--- src/hw/rtl/kht_pkg.sv ---
// ----------------------------------------------------------------------------
// kht_pkg
// Shared types and constants for the key hold and search timer.
// ----------------------------------------------------------------------------
package kht_pkg;

  localparam int HELD_SLOTS_DEF = 6;
  localparam int CODE_W         = 8;
  localparam int KEY_W          = 7;
  localparam int TIME_W         = 32;
  localparam int BREAK_BIT      = 7;

  // request travelling down the slot chain
  typedef struct packed {
    logic              valid;
    logic              brk;
    logic [KEY_W-1:0]  key;
    logic [TIME_W-1:0] now;
    logic [TIME_W-1:0] search;
    logic              done;
    logic [TIME_W-1:0] hold;
  } kht_req_t;

endpackage

--- src/hw/rtl/kht_cell.sv ---
// ----------------------------------------------------------------------------
// kht_cell
// One held-key slot. Serves the request passing through and hands it on.
// ----------------------------------------------------------------------------
module kht_cell import kht_pkg::*; (
  input  logic     clk,
  input  logic     rst_n,
  input  kht_req_t req_i,
  output kht_req_t req_o
);

  logic              used_r, used_nxt;
  logic [KEY_W-1:0]  key_r, key_nxt;
  logic [TIME_W-1:0] press_r, press_nxt;
  logic [TIME_W-1:0] search_r, search_nxt;
  kht_req_t          req_r, req_nxt;

  always_comb begin
    used_nxt   = used_r;
    key_nxt    = key_r;
    press_nxt  = press_r;
    search_nxt = search_r;
    req_nxt    = req_i;
    if (req_i.valid && !req_i.done) begin
      if (req_i.brk) begin
        if (used_r && (key_r == req_i.key)) begin
          req_nxt.done   = 1'b1;
          req_nxt.hold   = req_i.now - press_r;
          req_nxt.search = search_r;
          used_nxt       = 1'b0;
        end
      end else if (!used_r) begin
        req_nxt.done = 1'b1;
        used_nxt     = 1'b1;
        key_nxt      = req_i.key;
        press_nxt    = req_i.now;
        search_nxt   = req_i.search;
      end
    end
  end

  always_ff @(posedge clk) begin
    if (!rst_n) begin
      used_r      <= 1'b0;
      req_r.valid <= 1'b0;
    end else begin
      used_r <= used_nxt;
      req_r  <= req_nxt;
    end
    key_r    <= key_nxt;
    press_r  <= press_nxt;
    search_r <= search_nxt;
  end

  assign req_o = req_r;

endmodule

--- src/hw/rtl/key_hold_and_search_timer.sv ---
// ----------------------------------------------------------------------------
// key_hold_and_search_timer
// Tracks held keys from scancodes and reports hold and search times.
// ----------------------------------------------------------------------------
// A scancode request is taken when start is high and busy is low. A repeat
// of the previous raw scancode is dropped at once and leaves busy low. Any
// other request walks the chain of HELD_SLOTS slot cells, one cell per
// cycle, and keeps busy high until it leaves the last cell, so no new
// request is taken while it is in the chain; a release that finds its key
// drives out_valid for one cycle, the first cycle with busy low again. The
// receiver cannot stall: out_valid marks each result for that single cycle
// only.
module key_hold_and_search_timer import kht_pkg::*; #(
  parameter int HELD_SLOTS = HELD_SLOTS_DEF
) (
  input  logic              clk,
  input  logic              rst_n,
  input  logic              start,
  output logic              busy,
  input  logic [CODE_W-1:0] in_scancode,
  input  logic [TIME_W-1:0] in_time_ms,
  output logic              out_valid,
  output logic [KEY_W-1:0]  out_key_code,
  output logic [TIME_W-1:0] out_hold_time,
  output logic [TIME_W-1:0] out_search_time
);

  kht_req_t          chain [HELD_SLOTS+1];
  kht_req_t          inj_r, inj_nxt;
  kht_req_t          tail;
  logic              busy_r, busy_nxt;
  logic [CODE_W-1:0] last_raw_r, last_raw_nxt;
  logic [TIME_W-1:0] last_press_r, last_press_nxt;
  logic              out_valid_r, out_valid_nxt;
  logic [KEY_W-1:0]  out_key_r;
  logic [TIME_W-1:0] out_hold_r;
  logic [TIME_W-1:0] out_search_r;
  logic              accept;

  assign chain[0] = inj_r;
  assign tail     = chain[HELD_SLOTS];
  assign accept   = start && !busy_r;

  for (genvar g = 0; g < HELD_SLOTS; g++) begin : g_slot
    kht_cell u_slot (
      .clk   (clk),
      .rst_n (rst_n),
      .req_i (chain[g]),
      .req_o (chain[g+1])
    );
  end

  always_comb begin
    inj_nxt        = inj_r;
    inj_nxt.valid  = 1'b0;
    busy_nxt       = busy_r;
    last_raw_nxt   = last_raw_r;
    last_press_nxt = last_press_r;
    out_valid_nxt  = 1'b0;
    if (accept && (in_scancode != last_raw_r)) begin
      inj_nxt.valid  = 1'b1;
      inj_nxt.brk    = in_scancode[BREAK_BIT];
      inj_nxt.key    = in_scancode[KEY_W-1:0];
      inj_nxt.now    = in_time_ms;
      inj_nxt.search = in_time_ms - last_press_r;
      inj_nxt.done   = 1'b0;
      inj_nxt.hold   = '0;
      last_raw_nxt   = in_scancode;
      busy_nxt       = 1'b1;
    end
    if (tail.valid) begin
      busy_nxt = 1'b0;
      if (tail.done && !tail.brk) begin
        last_press_nxt = tail.now;
      end
      if (tail.done && tail.brk) begin
        out_valid_nxt = 1'b1;
      end
    end
  end

  always_ff @(posedge clk) begin
    if (!rst_n) begin
      inj_r.valid  <= 1'b0;
      busy_r       <= 1'b0;
      last_raw_r   <= '0;
      last_press_r <= '0;
      out_valid_r  <= 1'b0;
    end else begin
      inj_r        <= inj_nxt;
      busy_r       <= busy_nxt;
      last_raw_r   <= last_raw_nxt;
      last_press_r <= last_press_nxt;
      out_valid_r  <= out_valid_nxt;
    end
    if (tail.valid) begin
      out_key_r    <= tail.key;
      out_hold_r   <= tail.hold;
      out_search_r <= tail.search;
    end
  end

  assign busy            = busy_r;
  assign out_valid       = out_valid_r;
  assign out_key_code    = out_key_r;
  assign out_hold_time   = out_hold_r;
  assign out_search_time = out_search_r;

endmodule

--- config.mk ---
export PLATFORM = sky130hd
export DESIGN_NAME = key_hold_and_search_timer
export DESIGN_NICKNAME = d
export VERILOG_FILES = /design/src/hw/rtl/kht_pkg.sv /design/src/hw/rtl/kht_cell.sv /design/src/hw/rtl/key_hold_and_search_timer.sv
export SDC_FILE = /design/constraint.sdc
export NUM_CORES = 2
export LEC_CHECK = 0
export ABC_AREA = 1
export BUFFER_PORTS_ARGS = -buffer_cell sky130_fd_sc_hd__buf_2
export CAP_MARGIN = 20
export CELL_PAD_IN_SITES_DETAIL_PLACEMENT = 1
export CELL_PAD_IN_SITES_GLOBAL_PLACEMENT = 1
export CORE_MARGIN = 4
export CORE_UTILIZATION = 40
export DETAILED_ROUTE_END_ITERATION = 10
export PLACE_DENSITY_LB_ADDON = 0.1
export SYNTH_ARGS = -nofsm -noshare
export SYNTH_HDL_FRONTEND = slang
export SYNTH_SLANG_ARGS = --single-unit
export TNS_END_PERCENT = 1
--- constraint.sdc ---
create_clock -name clk -period 19 [get_ports clk]
set_input_delay 1.9 -clock clk [delete_from_list [all_inputs] [get_ports clk]]
set_output_delay 1.9 -clock clk [all_outputs]
set_load 0.01 [all_outputs]
==> flow_summary.toml <==
[sta]
rsz0062_at_grt = "false"
hold_viol_final = 0
slew_headroom = 0.2675
finalSetupViolCount = 0
tightestPinTransition_ns = 1.099
drv_slew = 0
finalSetupTns_ns = 0
skew_ns = 0.05484
max_freq_ghz = 0.1590
period_share = 0.3309
period_minus_slack_ns = 6.288

[floorplanning]
coreArea_um2 = 147700
die_y_um = 393.5
ioPinCount = 116
die_x_um = 393.5
initial_core_util = 0.4026
dieArea_um2 = 154900
fp-row-count = 141

[clock_network]
clockBufferDepth = 3
clk_latency_ns = 0.79
clkTransAtPathRegs_ns = 0.06
htreeDepth = 4
cts_buffers = 140
root_buffer = "clkbuf_16"
clock_sinks = 1254
cts_tree = "done"
ctsHoldBuffers = 0
postCtsSetupBuffers = 0
post_cts_resized = 0

[global_routing]
grt_max_degree = 82
grt_pass1_vias = 42954
antenna_found_initial = 6
grt_pass1_wl_um = 259900
grt-ovfl-total = 0
grt.total_usage = 0.2197

[synthesis]
synth_cell_types = 41
synth_nets = 6352
ys_ff_latch = 1254
synth_edf_count = 1199
syn_area_per_cell_um2 = 9.770
seq_area_frac_synth = 0.6241
ys_warn_count = 0
ys_async_sr_fraction = 0
syn_inst = 6085
syn_area_um2 = 59450
synth_ff_type = "edfxtp_1"

[min_path]
hp-class = "flip-flop to flip-flop"
worstHoldPathCells = 0
hold_end = "out_key_code[2]"
hold_start = "g_slot[5].u_slot.req_o[99]"

[setup_path]
cp.arrival_ns = 7.00
critPathLaunchType = "input pin"
worst-r2r-setup-slack_ns = 15.98
worstReg2RegEnd = "g_slot[5].u_slot.req_o[25]"
worstSetupPathType = "input pin to flip-flop"
cp_max_fo = 81
crit_required_ns = 19.71
r2r-start = "g_slot[4].u_slot.req_o[99]"
r2r_cells = 10
worstSetupEndpointType = "flip-flop"

[placed_design]
placed_area_um2 = 62360
portBuffers = 115
place_hpwl_um = 131400
gp_congestion = 0.8822

[run]
maxCapViolations = 0

[drt]
num_vias = 40914
drt_first_iter_violations = 2167
ant_nets = 0
wirelength_um = 169300
route.detailed.drc = 0
drtPass1Iterations = 5
wl_per_cell_um = 20.28
via_per_inst = 4.903

[status]
outcome = "finished clean"

[pwr]
ir_drop_mv = 0.07025
p_total_mw = 6.348
power_density_nw_per_um2 = 94.54
p_leak_nw = 29.23

[layout]
utilization = 0.4547
syn_to_final_growth_pct = 12.94
drive_gt1_frac = 0.06658
fin_area_um2 = 67140
nFillCells = 16495
final_nets = 6564
[where the power goes]
group | total [mW] | internal [mW] | switching (mW)
clock | 2.76 | 1.60 | 1.16
combinational | 0.382 | 0.117 | 0.265
sequential | 3.20 | 3.13 | 0.0696
[flip-flops by register name, indices dropped and copies added (netlist names)]
signal,count
out_key_code,7
last_raw_r,8
g_slot.u_slot.search_r,192
out_hold_time,32
out_search_time,32
g_slot.u_slot.press_r,192
g_slot.u_slot.req_o,636
chain,73
last_press_r,32
out_valid,1
g_slot.u_slot.used_r,6
busy,1
g_slot.u_slot.key_r,42
[cells in the final DEF (no fill, tap or decap), types with 12 or more instances in the layout]
cell type  netlist  layout
nand2_1       2160    2159
edfxtp_1      1199    1199
inv_1          912     912
nor2_1         389     387
nand3_1        267     267
a21oi_1        240     240
ha_1           217     217
o21ai_0        172     172
clkbuf_16        0     141
buf_2           31     114
nor3_1          69      64
xnor2_1         64      64
nand4_1         54      54
dfxtp_1         55      54
xor2_1          41      41
buf_4           13      40
clkbuf_1        36      29
or2_2           28      28
clkinv_2         0      24
nand3b_1        21      21
o21bai_1        20      20
a21o_1          15      15
clkinv_1         2      15
bufinv_16        0      12
[critical path, cell delays in order]
cell and delay [ns]:
buf_8 0.30, buf_4 0.65, buf_4 0.86, buf_4 0.82, buf_4 0.80, buf_4 0.91
o21ai_0 0.25, nor2_1 0.19
[synthesized netlist by cell type (31+ instances only)]
library cell,n,area [um2]
nand2_1,2160,8108
edfxtp_1,1199,36000
inv_1,912,3423
nor2_1,389,1460
nand3_1,267,1336
a21oi_1,240,1201
ha_1,217,2715
o21ai_0,172,860.8
nor3_1,69,345.3
xnor2_1,64,560.5
dfxtp_1,55,1101
nand4_1,54,337.8
xor2_1,41,359.1
clkbuf_1,36,135.1
buf_2,31,155.2
[worst max path at each step]
| stage | cells past startpoint | end | slack [ns] | startpoint |
|---|---|---|---|---|
| floorplan | 3 | g_slot[2].u_slot.key_r[0] | 12.94 | g_slot[1].u_slot.req_o[32] |
| global placement | 8 | g_slot[5].u_slot.used_r | 11.99 | rst_n |
| detailed placement | 8 | g_slot[5].u_slot.used_r | 11.84 | rst_n |
| CTS | 8 | g_slot[5].u_slot.used_r | 12.73 | rst_n |
| global route | 8 | g_slot[5].u_slot.used_r | 12.34 | rst_n |
| finish | 8 | g_slot[5].u_slot.used_r | 12.71 | rst_n |
[per-stage QoR]
step | hold WS [ns] | instances | setup WS (ns)
3_3_place_gp | 0.4016 | 8084 | 11.99
2_1_floorplan | 0.4003 | 6085 | 12.94
6_report | 0.4108 | 8345 | 12.71
4_1_cts | 0.4109 | 8342 | 12.73
3_5_place_dp | 0.4057 | 8084 | 11.84
5_1_grt | 0.4224 | 8343 | 12.34
[cell families after synthesis]
logic type / count (synthesis) / synth area share
simple gates: 3026 / 0.2049
xor+xnor: 105 / 0.01547
flops: 1254 / 0.6241
compound gates: 469 / 0.04150
buf+inv: 1006 / 0.06575
fa+ha+maj: 224 / 0.04803
mux: 1 / 0.0001684
[final cells by class]
cell class,count,area [um2],share of cell area
Tap cell,1930,2415,0.03597
Inverter,920,3453,0.05143
Antenna cell,2,5.005,0.00007454
Sequential cell,1254,37110,0.5527
Clock inverter,79,1006,0.01498
Timing Repair Buffer,156,897.1,0.01336
Clock buffer,179,3761,0.05602
Multi-Input combinational cell,3825,18500,0.2755
[layer usage]
| metal | GRT usage | vias up | part of all wire |
|---|---|---|---|
| li1 | - | 20334 | - |
| met1 | 0.3060 | 19736 | 0.47 |
| met3 | 0.02593 | 246 | 0.030 |
| met4 | 0.08246 | 0 | 0.037 |
| met2 | 0.3546 | 598 | 0.46 |
| met5 | 0 | - | 0 |
(Power assumes the default switching activity.)
